<file path="src/design/scw_pkg.sv">
// Shared types and constants for the scan point window clustering block.
// No dependencies.
`default_nettype none
package scw_pkg;
   localparam int COORD_W = 16;
   localparam int GROUP_W = 8;
   localparam int SIZE_W  = 12;
   localparam int BACK_W  = 4;
   localparam int DIST_W  = 33;
   localparam int MAG_W   = 16;
   localparam int GROUP_IDS = 256;
   localparam logic [SIZE_W-1:0] SIZE_MAX = 12'd4095;
   // a freshly opened group holds the neighbor and the new point
   localparam logic [SIZE_W-1:0] SIZE_OPEN = 12'd2;
   localparam logic [DIST_W-1:0] LINK_RESET = 33'd40000;

   // One window entry: a point and its group id.
   typedef struct packed {
      logic signed [COORD_W-1:0] x;
      logic signed [COORD_W-1:0] y;
      logic [GROUP_W-1:0]        grp;
   } entry_type;

   // Control shared by every cell of the window chain.
   typedef struct packed {
      logic               advance;
      logic               clear;
      logic [GROUP_W-1:0] label_grp;
   } cell_ctrl_type;
endpackage
`default_nettype wire

</file>
<file path="src/design/scw_dist.sv">
// Squared distance pipeline with nearest-entry tracking.
// Depends on scw_pkg.
`default_nettype none
module scw_dist #(
   parameter int IDX_W = 4
) (
   input  wire                         clock,
   input  wire                         reset,
   input  wire                         start,
   input  wire                         issue,
   input  wire [IDX_W-1:0]             issue_idx,
   input  wire signed [scw_pkg::COORD_W-1:0] point_x,
   input  wire signed [scw_pkg::COORD_W-1:0] point_y,
   input  scw_pkg::entry_type          tail,
   output logic [IDX_W-1:0]            best_idx,
   output logic [scw_pkg::DIST_W-1:0]  best_dist,
   output logic [scw_pkg::GROUP_W-1:0] best_grp
);
   import scw_pkg::*;

   logic signed [COORD_W:0] diff_x, diff_y;
   logic [COORD_W:0]        neg_x, neg_y;
   logic [MAG_W-1:0]        mag_x_in, mag_y_in;

   logic               s1_valid_ff, s2_valid_ff;
   logic [MAG_W-1:0]   s1_mag_x_ff, s1_mag_y_ff;
   logic [IDX_W-1:0]   s1_idx_ff, s2_idx_ff;
   logic [GROUP_W-1:0] s1_grp_ff, s2_grp_ff;
   logic [2*MAG_W-1:0] s2_sq_x_ff, s2_sq_y_ff;
   logic [DIST_W-1:0]  sum;
   logic               first_ff;
   logic [IDX_W-1:0]   best_idx_ff;
   logic [DIST_W-1:0]  best_dist_ff;
   logic [GROUP_W-1:0] best_grp_ff;

   always_comb begin
      diff_x = {point_x[COORD_W-1], point_x} - {tail.x[COORD_W-1], tail.x};
      diff_y = {point_y[COORD_W-1], point_y} - {tail.y[COORD_W-1], tail.y};
      neg_x  = -diff_x;
      neg_y  = -diff_y;
      mag_x_in = diff_x[COORD_W] ? neg_x[MAG_W-1:0] : diff_x[MAG_W-1:0];
      mag_y_in = diff_y[COORD_W] ? neg_y[MAG_W-1:0] : diff_y[MAG_W-1:0];
      sum = {1'b0, s2_sq_x_ff} + {1'b0, s2_sq_y_ff};
   end

   always_ff @(posedge clock) begin
      if (reset) begin
         s1_valid_ff <= 1'b0;
         s2_valid_ff <= 1'b0;
         first_ff    <= 1'b1;
      end else begin
         s1_valid_ff <= issue;
         s2_valid_ff <= s1_valid_ff;
         if (start) begin
            first_ff <= 1'b1;
         end else if (s2_valid_ff) begin
            first_ff <= 1'b0;
         end
      end
      s1_mag_x_ff <= mag_x_in;
      s1_mag_y_ff <= mag_y_in;
      s1_idx_ff   <= issue_idx;
      s1_grp_ff   <= tail.grp;
      s2_sq_x_ff  <= s1_mag_x_ff * s1_mag_x_ff;
      s2_sq_y_ff  <= s1_mag_y_ff * s1_mag_y_ff;
      s2_idx_ff   <= s1_idx_ff;
      s2_grp_ff   <= s1_grp_ff;
      // entries arrive highest index first: ties go to the later, lower index
      if (s2_valid_ff && (first_ff || sum <= best_dist_ff)) begin
         best_idx_ff  <= s2_idx_ff;
         best_dist_ff <= sum;
         best_grp_ff  <= s2_grp_ff;
      end
   end

   assign best_idx  = best_idx_ff;
   assign best_dist = best_dist_ff;
   assign best_grp  = best_grp_ff;
endmodule
`default_nettype wire

</file>
<file path="config.mk">
export PLATFORM = sky130hd
export DESIGN_NAME = scw_dist
export DESIGN_NICKNAME = d
export VERILOG_FILES = /design/src/design/scw_pkg.sv /design/src/design/scw_dist.sv
export SDC_FILE = /design/constraint.sdc
export NUM_CORES = 1
export LEC_CHECK = 0
export BUFFER_PORTS_ARGS = -buffer_cell sky130_fd_sc_hd__buf_2
export CORE_MARGIN = 2
export CORE_UTILIZATION = 25
export DETAILED_ROUTE_END_ITERATION = 10
export GPL_TIMING_DRIVEN = 0
export PLACE_DENSITY = 0.53
export SYNTH_ARGS = -nofsm -noshare
export SYNTH_HDL_FRONTEND = slang
export SYNTH_SLANG_ARGS = --single-unit
</file>
<file path="constraint.sdc">
create_clock -name clock -period 9.11 [get_ports clock]
set_clock_uncertainty 0.1 [all_clocks]
set_input_delay 0.4555 -clock clock [delete_from_list [all_inputs] [get_ports clock]]
set_output_delay 0.4555 -clock clock [all_outputs]
set_load 0.05 [all_outputs]
</file>
==> run summary <==
status: finished clean
io pins: 125
Synth Area in XOR/XNOR: 5.47%
largest net degree at the start of global routing: 19
drt wl/cell: 13.4 um
met2 routed WL: 23500 um
vias per cell: 4.28
transition time of the tightest slew-check pin: 1.02 ns
CP startpoint kind: flop
dpl cell area: 0.0247 mm2
num rows: 110
Sink Count: 166
Synth Area in Adders: 45.8%
die width: 304 um
Syn. warnings: 0
Core Box Area: 0.0897 mm2
initial DRC count: 691
synthesized area per cell: 9.28 um2
TritonRoute pass-1 iters: 5
Synth Cell Area: 0.0225 mm2
hold path depth: 2
first-pass GRT wire length: 86100 um
Yosys cell types: 66
largest family of logic cells by synthesized area: adder cells
DP Worst Slack: 1.59 ns
CTS tree: done
synthesized instance count: 2430
worst endpoint required time: 9.41 ns
Final Max Slew Viols: 0
Total Routed Length: 50800 um
unrepaired setup endpoints after global routing: no
Post-Synth Simple-Gate Area: 11.3%
Residual DRC: 0
post-synth top area share: 29.0%
initial antenna violation count: 0
most frequent cells in the layout: inv_1 (593), fa_1 (326), ha_1 (304)
Final ANT Viol Nets: 0
Synth Area in Compound Gates: 9.77%
met3 wire length: 1890 um
Layout area overhead: 12.8%
Reg-to-Reg End: s2_sq_x_ff[28]
Synth async-reset ratio: 0%
final setup vio count: 0
via count: 16200
hold path start: start
Yosys top cell by area: fa_1
Slew headroom: 31.2%
HPWL Detailed: 43100 um
Post-synth top flop: dfxtp_1
cell depth of the worst flop-to-flop path: 24
wire length on met1: 24500 um
Max Root-Sink Buffers: 2
Root Driver: clkbuf_16
Initial Utilization: 25.1%
vias in the first global route: 16900
FF-to-FF setup slack: 1.62 ns
Hold Vio Cnt, Final: 0
n_diodes: 0
critical path class: reg -> reg
CP endpoint kind: flop
register area share after synthesis: 16.7%
mux cell area share after synthesis: 0.194%
Final period util: 82.2%
leading cell type in the layout, fill and taps excluded: inv_1
Top Layer Used: met4
Clock transition at path regs: 0.08 ns
EDFF count, synth: 45
reg2reg start: s1_mag_x_ff[1]
Final Wtd Congestion: 0.818
worst skew pair latency: 0.48 ns
die area: 0.0926 mm2
Design Area, Final: 0.0254 mm2
# nets final: 3302
hold crit path type: in -> reg
gr ovfl total: 0
Hold EP: first_ff
Fillers: 9598
CTS buffer count: 17
min Tclk post-route: 7.49 ns
die span in y: 304 um
Worst Path Max Fanout: 10
final worst-path setup slack: 1.62 ns
Worst Path Arrival: 7.80 ns
most area-consuming cells after synthesis: fa_1 (29%), ha_1 (17%), dfxtp_1 (11%), inv_1 (9.9%), edfxtp_1 (6.0%)
max-cap viol count: 0
Mapped Nets: 3140
fmax: 133 MHz
Synth Register Bits: 166
H-tree levels: 4
total track usage: 11.6%
share of layout cells above drive strength 1: 7.56%
number of port buffers: 124
## cells by family (layout without fill, tap and decap cells)
group                    count (synthesis)  count (layout)
AO/OA/AOI/OAI                          329             329
XOR/XNOR                               140             140
adder cells (fa/ha/maj)                630             630
buffers and inverters                  638             813
flip-flops                             166             166
multiplexers                             4               4
AND/OR/NAND/NOR                        523             523
## how the worst max path moves through the flow
stage                endpoint  depth (start not counted)  slack (ns)      startpoint
2_1_floorplan    best_dist[0]                         20        0.32   s2_sq_x_ff[3]
3_3_place_gp    best_dist[19]                         20       -4.70   s2_sq_y_ff[3]
3_5_place_dp   s2_sq_x_ff[31]                         22        1.59  s1_mag_x_ff[6]
4_1_cts        s2_sq_x_ff[31]                         22        1.54  s1_mag_x_ff[6]
5_1_grt        s2_sq_x_ff[28]                         22        1.09  s1_mag_x_ff[1]
6_report       s2_sq_x_ff[28]                         24        1.62  s1_mag_x_ff[1]
## sequential cells by signal (all words and copies together), names as in the netlist
signal / cells
s2_valid_ff: 1
s2_grp_ff: 8
s2_sq_x_ff: 31
first_ff: 1
best_dist: 33
s1_idx_ff: 4
s2_idx_ff: 4
s1_mag_x_ff: 16
s1_grp_ff: 8
best_grp: 8
s1_valid_ff: 1
s2_sq_y_ff: 31
s1_mag_y_ff: 16
best_idx: 4
## stage by stage
step / cells / hold WS (ns) / util [%] / setup TNS [ns]
floorplan: 2430 / 0.210 / - / 0
global placement: 3730 / 0.210 / 27.5 / -210.95
detailed placement: 3737 / 0.212 / 27.5 / 0
CTS: 3781 / 0.0338 / 28.3 / 0
global route: 3781 / 0.0440 / 28.3 / 0
finish: 3781 / 0.0671 / 28.3 / 0
## layer usage
metal	global-route usage, %	vias to the layer above
met5	0	-
met4	2.97	0
met3	1.85	48
met2	19.0	225
met1	16.0	7907
li1	-	8002
## worst max-delay path: stages, from the launching register on
cell      delay [ns]
dfxtp_1         0.31
clkbuf_1        0.46
clkbuf_1        0.52
and2_1          0.27
fa_1            0.17
inv_1           0.05
fa_1            0.55
inv_1           0.06
fa_1            0.49
inv_1           0.05
fa_1            0.52
inv_1           0.05
fa_1            0.52
inv_1           0.05
fa_1            0.58
inv_1           0.06
ha_1            0.35
nand4_1         0.14
nor2_1          0.08
o311ai_0        0.22
a211oi_1        0.31
o41ai_1         0.70
o21ai_0         0.24
o41ai_1         0.36
xnor2_1         0.17
## synthesized netlist by cell type (all sizes together), types with 44 or more instances
cell type	number
a21o	61
a21oi	82
and2	77
clkbuf	44
dfxtp	121
edfxtp	45
fa	326
ha	304
inv	593
nand2	186
nor2	99
o21ai	55
xnor2	102
## cell type report
cell class | count | area [um2] | share of cell area, %
Tap cell | 1176 | 1470 | 5.79
Clock inverter | 15 | 179 | 0.704
Inverter | 593 | 2230 | 8.75
Sequential cell | 166 | 3770 | 14.8
Timing Repair Buffer | 143 | 800 | 3.14
Clock buffer | 17 | 425 | 1.67
Buffer | 45 | 176 | 0.694
Multi-Input combinational cell | 1626 | 16400 | 64.4
## timing repair
action	4_1_cts	5_1_grt
hold buffers	12	0
endpoints found under the hold margin	12	0
gates resized for setup	0	0
setup buffers	0	0
Power is left out: the tool's default activity adds up to more than one toggle a clock period on the data nets, which glitch-free logic cannot reach.
