==> config.mk <==
export PLATFORM = sky130hd
export DESIGN_NAME = scw_cell
export DESIGN_NICKNAME = d
export VERILOG_FILES = /design/src/design/scw_pkg.sv /design/src/design/scw_cell.sv
export SDC_FILE = /design/constraint.sdc
export NUM_CORES = 1
export LEC_CHECK = 0
export ABC_AREA = 1
export BUFFER_PORTS_ARGS = -buffer_cell sky130_fd_sc_hd__buf_2
export CORE_MARGIN = 2
export CORE_UTILIZATION = 37
export DETAILED_ROUTE_END_ITERATION = 16
export HOLD_SLACK_MARGIN = 0.1
export PLACE_DENSITY = 0.75
export SLEW_MARGIN = 15
export SYNTH_ARGS = -nofsm -noshare
export SYNTH_HDL_FRONTEND = slang
export SYNTH_SLANG_ARGS = --single-unit
==> constraint.sdc <==
create_clock -name clock -period 0.8 [get_ports clock]
set_input_delay 0.04 -clock clock [delete_from_list [all_inputs] [get_ports clock]]
set_output_delay 0.04 -clock clock [all_outputs]
set_load 0.02 [all_outputs]
==> src/design/scw_pkg.sv <==
// Shared types and constants for the scan point window clustering block.
// No dependencies.
`default_nettype none
package scw_pkg;
   localparam int COORD_W = 16;
   localparam int GROUP_W = 8;
   localparam int SIZE_W  = 12;
   localparam int BACK_W  = 4;
   localparam int DIST_W  = 33;
   localparam int MAG_W   = 16;
   localparam int GROUP_IDS = 256;
   localparam logic [SIZE_W-1:0] SIZE_MAX = 12'd4095;
   // a freshly opened group holds the neighbor and the new point
   localparam logic [SIZE_W-1:0] SIZE_OPEN = 12'd2;
   localparam logic [DIST_W-1:0] LINK_RESET = 33'd40000;

   // One window entry: a point and its group id.
   typedef struct packed {
      logic signed [COORD_W-1:0] x;
      logic signed [COORD_W-1:0] y;
      logic [GROUP_W-1:0]        grp;
   } entry_type;

   // Control shared by every cell of the window chain.
   typedef struct packed {
      logic               advance;
      logic               clear;
      logic [GROUP_W-1:0] label_grp;
   } cell_ctrl_type;
endpackage
`default_nettype wire

==> src/design/scw_cell.sv <==
// One window cell: holds a point and its group, loads from its neighbor.
// Depends on scw_pkg.
`default_nettype none
module scw_cell (
   input  wire                   clock,
   input  scw_pkg::cell_ctrl_type ctrl,
   input  wire                   label_hit,
   input  scw_pkg::entry_type    prev_in,
   output scw_pkg::entry_type    entry_out
);
   import scw_pkg::*;

   entry_type entry_ff;
   entry_type entry_in;

   always_comb begin
      entry_in = entry_ff;
      if (ctrl.advance) begin
         entry_in = prev_in;
         // label the neighbor that opened a group as it moves past
         if (label_hit) begin
            entry_in.grp = ctrl.label_grp;
         end
      end else if (ctrl.clear) begin
         entry_in.grp = '0;
      end
   end

   always_ff @(posedge clock) begin
      entry_ff <= entry_in;
   end

   assign entry_out = entry_ff;
endmodule
`default_nettype wire

==> metrics, run 1 <==
hold path depth=3; simple-gate portion of the synthesized area=around a tenth; Post-Place Cells=222; final-report hold violation count=0; CP max FO=1; GPL Wtd Cong=about 0.7; Cell Count, Final, Fillers Out=between 200 and 300; uppermost routed layer=met4; Top delay family on crit path=flip-flops; Core ar.=~0.0036 mm^2; layout cell share with drive strength beyond 1=about half; Initial Util=a little under two fifths; largest family of logic cells by synthesized area=simple AND/OR/NAND/NOR gates; pwr/cell area=2050 mW/mm^2; Stages on worst setup path=1; Worst slew margin=around 80%; CTS Root Cell=clkbuf_8; critical-path cell list=buf_6; DP Worst Slack=a little over 0.03 ns; synthesis-stage register bit count=40; Placement Rows=22; post-synthesis mux area share=0%; WL/cell=between 10 and 15 um; initial DRC count=39; nets=about 270; setup ws final=-0.0989 ns; Post-CTS Setup Repair Bufs=0; post-synth top area share=86.3%; Hold Crit Class=in -> reg; Synth area leaders=edfxtp_1 86%, nor2_1 4.3%, nand2_1 3.8%; register area share after synthesis=86.3%; Leakage=1.19 nW; Hold Crit Start=prev_in[6]; CTS max path bufs=2; failing checks=negative setup slack; full die area=0.00427 mm^2; Post-synth top cells=40 x edfxtp_1, 16 x nor2_1, 14 x nand2_1; syn nets=136; VDD IR max=around 1.6 mV; Max Cap Violations=0; Worst Hold End=entry_out[6]; Synth Warn #=0; Met3 Wirelength=around 420 um; final non-filler cell area=roughly 0.0026 mm^2; CP Class=reg -> out; Mapped Area=roughly 0.0014 mm^2; number of global-route vias before repair=1,088; area leader, netlist=edfxtp_1; Chip Height=around 65 um; Synth Area in Compound Gates=0%; initial antenna violation count=0; asr flop ratio synth=0%; Die Width=65.4 um; Setup crit start kind=flop; Multi-input gate area=between 150 and 200 um^2; final critical-path required period=between 0.8 and 0.9 ns; H-tree Lvls=2; post-place instance area=0.00191 mm^2; drt pass-1 iters=4; RSZ-0062 raised after global routing=true; Ant. Diodes=0; Power, Total=between 5 and 6 mW; fin crit share=112%; global-route wire length before repair=roughly 5000 um; Post-Synth Adder-Cell Area=0%; fin. max-slew vios=0; # setup viols final=41; FMAX=about 1.1 GHz; worst path buffer plus inverter count=1; largest net degree at the start of global routing=30; Area Growth Syn to Fin=89.0%; CTS tree=yes; fill cell count=246; Gate Count Post-Synth=84; Critical Path RT=around 0.76 ns; most numerous cell in the Yosys netlist=edfxtp_1; DRC=0; CTS Buf Count=5; Worst-Margin Slew=0.330 ns; Slowest cell on crit path=edfxtp_1; final wirelength=about 3800 um; Distinct cells, synth=8; Largest register FFs=40; crit end category=output port; IO Count=92; routed wl met2=roughly 2000 um; CP max stage delay=between 0.4 and 0.5 ns; main flop type after synthesis=edfxtp_1; xor/xnor cell area share of the yosys netlist=0%; hold_ws=0.0746 ns; Detail Placement HPWL=2180 um; clock-pin slew on the worst setup and hold paths=approximately 0.070 ns; register area=0.00120 mm^2; DRT antenna net count=0; status=complete, but fails checks; Worst Setup SP=entry_out[13]; via/cell ratio=~4.2; Crit path arrival time=around 0.86 ns; M1 WL=about 1400 um; via count=approximately 1,100; GR Util All Layers=16.7%; Sink Count=40; IO buf count=91; Post-synth EDFFs=40; Avg Inst Size Synth=around 17 um^2; total global routing overflow=0
## layer usage
metal	track usage, %	vias to the layer above
met1	16.8	503
li1	-	554
met2	30.4	78
met3	6.51	2
met4	7.03	0
met5	0	-
## area by class of cell
class,count,area share [%]
clock inverters,2,2.28
well taps,48,2.28
clock buffers,5,2.61
repair buffers,133,40.3
flip-flops and latches,40,45.6
multi-input cells,33,5.75
inverters,8,1.14
## through the flow
stage	setup TNS, ns	util (%)
after floorplan	0	-
after global placement	0	52.5
after detailed placement	0	52.5
after CTS	-2.43	68.3
after global routing	-3.76	72.5
final	-2.30	72.5
## cells in the final DEF, fill, tap and decap left out, drive strengths merged
cell type / count
buf: 93
edfxtp: 40
dlygate4sd3: 39
nand2: 16
nor2: 16
inv: 8
clkbuf: 5
bufinv: 2
or2: 1
dlymetal6s4s: 1
## power by group
group | internal, mW | switching [mW] | leakage, nW
registers | 2.50 | 0.0737 | 0.398
logic | 0.504 | 0.444 | 0.732
clock network | 1.23 | 0.646 | 0.0642
## worst max path at each step
stage	end	slack, ns
final	entry_out[13]	-0.1
after global routing	entry_out[21]	-0.13
after CTS	entry_out[13]	-0.11
after detailed placement	entry_out[6]	0.03
after global placement	entry_out[6]	0.04
after floorplan	entry_out[0]	0.08
## kinds of logic after synthesis
kind of cell,after synthesis
buffers and inverters,11
flip-flops,40
AND/OR/NAND/NOR,33
## worst min-delay path, delay by kind of cell
| kind | cells | cell delay [ns] |
|---|---|---|
| buf+inv | 1 | 0.08 |
| simple gates | 2 | 0.13 |
## timing repair
action,4_1_cts,5_1_grt
setup endpoints to repair,40,48
endpoints found under the hold margin,41,2
gates resized for setup,14,50
hold buffers,40,1
Power figures use the tool's default switching activity.
==> run 2, diff against run 1 <==
CORE_MARGIN = default   (was 2)
==> metrics, run 2 (same netlist as run 1, synthesis figures left out) <==
status=complete, but fails checks (unchanged); failing checks=negative setup slack (unchanged); Area Growth Syn to Fin=81.0% (was 89.0%); Detail Placement HPWL=2030 um (was 2180 um); Largest register FFs=40 (unchanged); P_int=3.58 mW (was 4.24 mW); Post-Place Cells=220 (was 222); Post-CTS Setup Repair Bufs=0 (unchanged); total global routing overflow=0 (unchanged); worst path buffer plus inverter count=1 (unchanged); IO Count=92 (unchanged); Max Cap Violations=0 (unchanged); global-route wire length before repair=4950 um (was 5000 um); Critical Path RT=0.76 ns (about the same); largest net degree at the start of global routing=30 (unchanged); IO buf count=91 (unchanged); FMAX=1.11 GHz (about the same); DRT antenna net count=0 (unchanged); Seq pwr share=55.2% (was 47.8%); Sw Pwr=1.11 mW (was 1.16 mW); WL/cell=13.8 um (was 14.2 um); drt pass-1 iters=4 (unchanged); Chip Height=63.4 um (was 65.4 um); layout cell share with drive strength beyond 1=47.2% (was 49.8%); CP max stage delay=0.43 ns (was 0.42 ns); clock-pin slew on the worst setup and hold paths=0.07 ns (about the same); Hold Crit Class=in -> reg (unchanged); Ant. Diodes=0 (unchanged); final critical-path required period=0.901 ns (was 0.899 ns); Worst slew margin=80.6% (was 78.0%); GR Util All Layers=17.3% (was 16.7%); commonest non-fill, non-tap cell in the layout=buf_2 (unchanged); Setup crit start kind=flop (unchanged); GPL Wtd Cong=0.700 (was 0.695); initial DRC count=39 (unchanged); setup ws final=-0.101 ns (was -0.0989 ns); final wirelength=3620 um (was 3830 um); Cell Count, Final, Fillers Out=262 (was 269); Sink Count=40 (unchanged); Worst-Margin Slew=0.291 ns (was 0.330 ns); via count=1,108 (was 1,137); Slowest cell on crit path=edfxtp_1 (unchanged); TNS Setup=-2.14 ns (was -2.30 ns); CTS Hold Bufs=39 (was 40); commonest non-fill, non-tap cells in the layout=62 x buf_2, 40 x edfxtp_1, 39 x dlygate4sd3_1 (was 63 x buf_2, 40 x edfxtp_1, 39 x dlygate4sd3_1); Leakage=1.13 nW (was 1.19 nW); via/cell ratio=4.23 (about the same); fill cell count=233 (was 246); Clk pwr share=25.4% (was 34.7%); DP Worst Slack=0.0318 ns (was 0.0302 ns); Initial Util=40.2% (was 38.3%); CTS max path bufs=2 (unchanged); Power, Total=4.69 mW (was 5.40 mW); CTS tree=yes (unchanged); fin crit share=113% (was 112%); crit end category=output port (unchanged); nets=268 (was 273); Core ar.=0.00347 mm^2 (was 0.00363 mm^2); number of global-route vias before repair=1,041 (was 1,088); RSZ-0062 raised after global routing=true (unchanged); # setup viols final=40 (was 41); VDD IR max=0.919 mV (was 1.55 mV); Top delay family on crit path=flip-flops (unchanged); CTS Buf Count=5 (unchanged); Placement Rows=21 (was 22); full die area=0.00401 mm^2 (was 0.00427 mm^2); fin. max-slew vios=0 (unchanged); CP Class=reg -> out (unchanged); CTS Root Cell=clkbuf_8 (unchanged); pwr/cell area=1860 mW/mm^2 (was 2050 mW/mm^2); initial antenna violation count=0 (unchanged); Crit path arrival time=0.86 ns (about the same); final-report hold violation count=0 (unchanged); Sw Share=23.7% (was 21.5%); final non-filler cell area=0.00252 mm^2 (was 0.00263 mm^2); post-place instance area=0.00191 mm^2 (about the same); Die Width=63.4 um (was 65.4 um); H-tree Lvls=2 (unchanged); DRC=0 (unchanged); critical-path cell list=buf_6 (unchanged); CP max FO=1 (unchanged); Logic pwr share=19.4% (was 17.6%)
==> run 2: cell count changes in the layout (fill, tap and decap cells not counted), sizes merged <==
cell,change
bufinv,-2
buf,-4
dlymetal6s4s,-1
clkbuf,+1
clkinv,+1
==> run 2: area by class of cell <==
class	count	area [um^2]	area share, %
Timing Repair Buffer	128	1010	40.1
Clock inverter	1	5.00	0.199
Clock buffer	6	72.6	2.88
Inverter	8	30.0	1.19
Tap cell	46	57.6	2.28
Sequential cell	40	1200	47.7
Multi-Input combinational cell	33	144	5.71
==> run 2: final timing paths <==
path  cells after the start            to          from  slack (ns)
min                       3  entry_out[1]    prev_in[1]        0.08
max                       1  entry_out[8]  entry_out[8]       -0.10
==> run 2: power groups by stage <==
stage	sequential (mW)	combinational, mW	clock, mW
floorplan	2.83	0.0818	0
global placement	2.59	0.625	0
detailed placement	2.59	0.636	0
CTS	2.56	0.817	1.22
global route	2.60	0.966	1.31
finish	2.59	0.911	1.19
==> run 2: timing repair <==
item                       CTS  global route
pin swaps                    0             4
setup endpoints to repair   40            46
hold endpoints to repair    42             3
resized for setup           14            40
==> run 2: stage by stage <==
stage	util, %	hold slack [ns]
3_5_place_dp	54.9	0.218
5_1_grt	72.7	0.0861
4_1_cts	69.7	0.0701
2_1_floorplan	-	0.139
6_report	72.7	0.0802
3_3_place_gp	54.9	0.217
==> run 2: metal layers <==
layer  global-route usage (%)  vias up  wire [um]
met5                        0        -          0
met4                     6.82        0         40
met3                     6.52        4        315
met2                     29.7       71       1890
met1                     19.1      488       1370
li1                         -      545          -
==> run 3, diff against run 2 <==
CORE_UTILIZATION = 30   (was 37)
CTS_CLUSTER_SIZE = 28   (was default)
PLACE_DENSITY = 0.63   (was 0.75)
==> metrics, run 3 (same netlist as run 1, synthesis figures left out) <==
Post-Place Cells=226 (was 220); Setup crit start kind=flop (unchanged); CP max stage delay=0.42 ns (was 0.43 ns); clock-pin slew on the worst setup and hold paths=0.07 ns (about the same); pwr/cell area=1940 mW/mm^2 (was 1860 mW/mm^2); Chip Height=70.1 um (was 63.4 um); Area Growth Syn to Fin=86.9% (was 81.0%); global-route wire length before repair=5410 um (was 4950 um); WL/cell=12.6 um (was 13.8 um); GPL Wtd Cong=0.660 (was 0.700); final non-filler cell area=0.00260 mm^2 (was 0.00252 mm^2); initial DRC count=58 (was 39); Sink Count=40 (unchanged); CP max FO=1 (unchanged); Leakage=1.17 nW (was 1.13 nW); status=complete, but fails checks (unchanged); fin. max-slew vios=0 (unchanged); commonest non-fill, non-tap cell in the layout=buf_2 (unchanged); fin crit share=113% (about the same); Power, Total=5.06 mW (was 4.69 mW); Ant. Diodes=0 (unchanged); Critical Path RT=0.76 ns (about the same); number of global-route vias before repair=1,164 (was 1,041); # setup viols final=40 (unchanged); CP Class=reg -> out (unchanged); initial antenna violation count=0 (unchanged); IO Count=92 (unchanged); Initial Util=31.5% (was 40.2%); final wirelength=3450 um (was 3620 um); Detail Placement HPWL=1970 um (was 2030 um); CTS Root Cell=clkbuf_8 (unchanged); DRT antenna net count=0 (unchanged); Final Util=59.0% (was 72.7%); VDD IR max=0.828 mV (was 0.919 mV); CTS max path bufs=2 (unchanged); IO buf count=91 (unchanged); Placement Rows=24 (was 21); Largest register FFs=40 (unchanged); critical-path cell list=buf_6 (unchanged); full die area=0.00492 mm^2 (was 0.00401 mm^2); Worst Setup SP=entry_out[33] (was entry_out[8]); total global routing overflow=0 (unchanged); worst path buffer plus inverter count=1 (unchanged); layout cell share with drive strength beyond 1=47.3% (was 47.2%); via/cell ratio=4.09 (was 4.23); Cell Count, Final, Fillers Out=274 (was 262); Worst-Margin Slew=0.279 ns (was 0.291 ns); via count=1,121 (was 1,108); H-tree Lvls=2 (unchanged); Max Cap Violations=0 (unchanged); Core ar.=0.00441 mm^2 (was 0.00347 mm^2); failing checks=negative setup slack (unchanged); Slowest cell on crit path=edfxtp_1 (unchanged); CTS Buf Count=5 (unchanged); Die Width=70.1 um (was 63.4 um); final critical-path required period=0.901 ns (about the same); post-place instance area=0.00191 mm^2 (about the same); FMAX=1.11 GHz (about the same); Worst slew margin=81.4% (was 80.6%); DRC=0 (unchanged); drt pass-1 iters=2 (was 4); fill cell count=349 (was 233); TNS Setup=-2.16 ns (was -2.14 ns); nets=273 (was 268); Crit path arrival time=0.86 ns (about the same); setup ws final=-0.101 ns (about the same); commonest non-fill, non-tap cells in the layout=63 x buf_2, 40 x edfxtp_1, 40 x dlygate4sd3_1 (was 62 x buf_2, 40 x edfxtp_1, 39 x dlygate4sd3_1); Hold Crit Class=in -> reg (unchanged); largest net degree at the start of global routing=31 (was 30); Hold Crit Start=ctrl[3] (was prev_in[1]); DP Worst Slack=0.0625 ns (was 0.0318 ns); final-report hold violation count=0 (unchanged); RSZ-0062 raised after global routing=true (unchanged); crit end category=output port (unchanged); hold_ws=0.123 ns (was 0.0802 ns); Top delay family on crit path=flip-flops (unchanged); GR Util All Layers=15.0% (was 17.3%); CTS tree=yes (unchanged)
==> run 3: cell types whose count changed in the layout (fill, tap and decap cells not counted), sizes merged <==
cell         delta
clkbuf          -1
clkinv          +1
dlygate4sd3     +1
buf             +4
bufinv          +1
==> run 3: layer usage <==
layer / up-vias / global-route usage [%] / part of all wire (%)
met3: 9 / 6.20 / 11
met2: 76 / 26.5 / 50
met4: 0 / 6.89 / 2.8
met5: - / 0 / 0
met1: 480 / 15.3 / 36
li1: 556 / - / -
==> run 3: area by class of cell <==
type	count	area (um^2)	share of cell area (%)
clock buffer	5	68.8	2.64
multi-input combinational	33	141	5.43
tap	52	65.1	2.50
inverter	8	30.0	1.15
timing repair buffer	133	1060	40.7
sequential	40	1200	46.2
clock inverter	3	37.5	1.44
==> run 3: worst paths after layout <==
kind | end | slack [ns] | cells past startpoint
worst min-delay path | entry_out[3] | 0.12 | 5
worst max-delay path | entry_out[33] | -0.10 | 1
==> run 3: timing repair <==
action,in CTS,in global routing
hold endpoints to repair,40,0
resized for setup,12,47
buffers inserted,0,0
gates cloned,0,0
setup endpoints to repair,40,43
hold buffers,40,0
==> run 3: tightest hold or removal path, stage by stage <==
cell and delay [ns]:
buf_2 0.08, inv_1 0.03, nand2_1 0.04, nand2_1 0.04, nor2_1 0.07
==> run 3: power breakdown <==
part	switching [mW]	internal, mW	total [mW]
Sequential	0.0733	2.51	2.58
Combinational	0.429	0.502	0.931
Clock	0.640	0.908	1.55
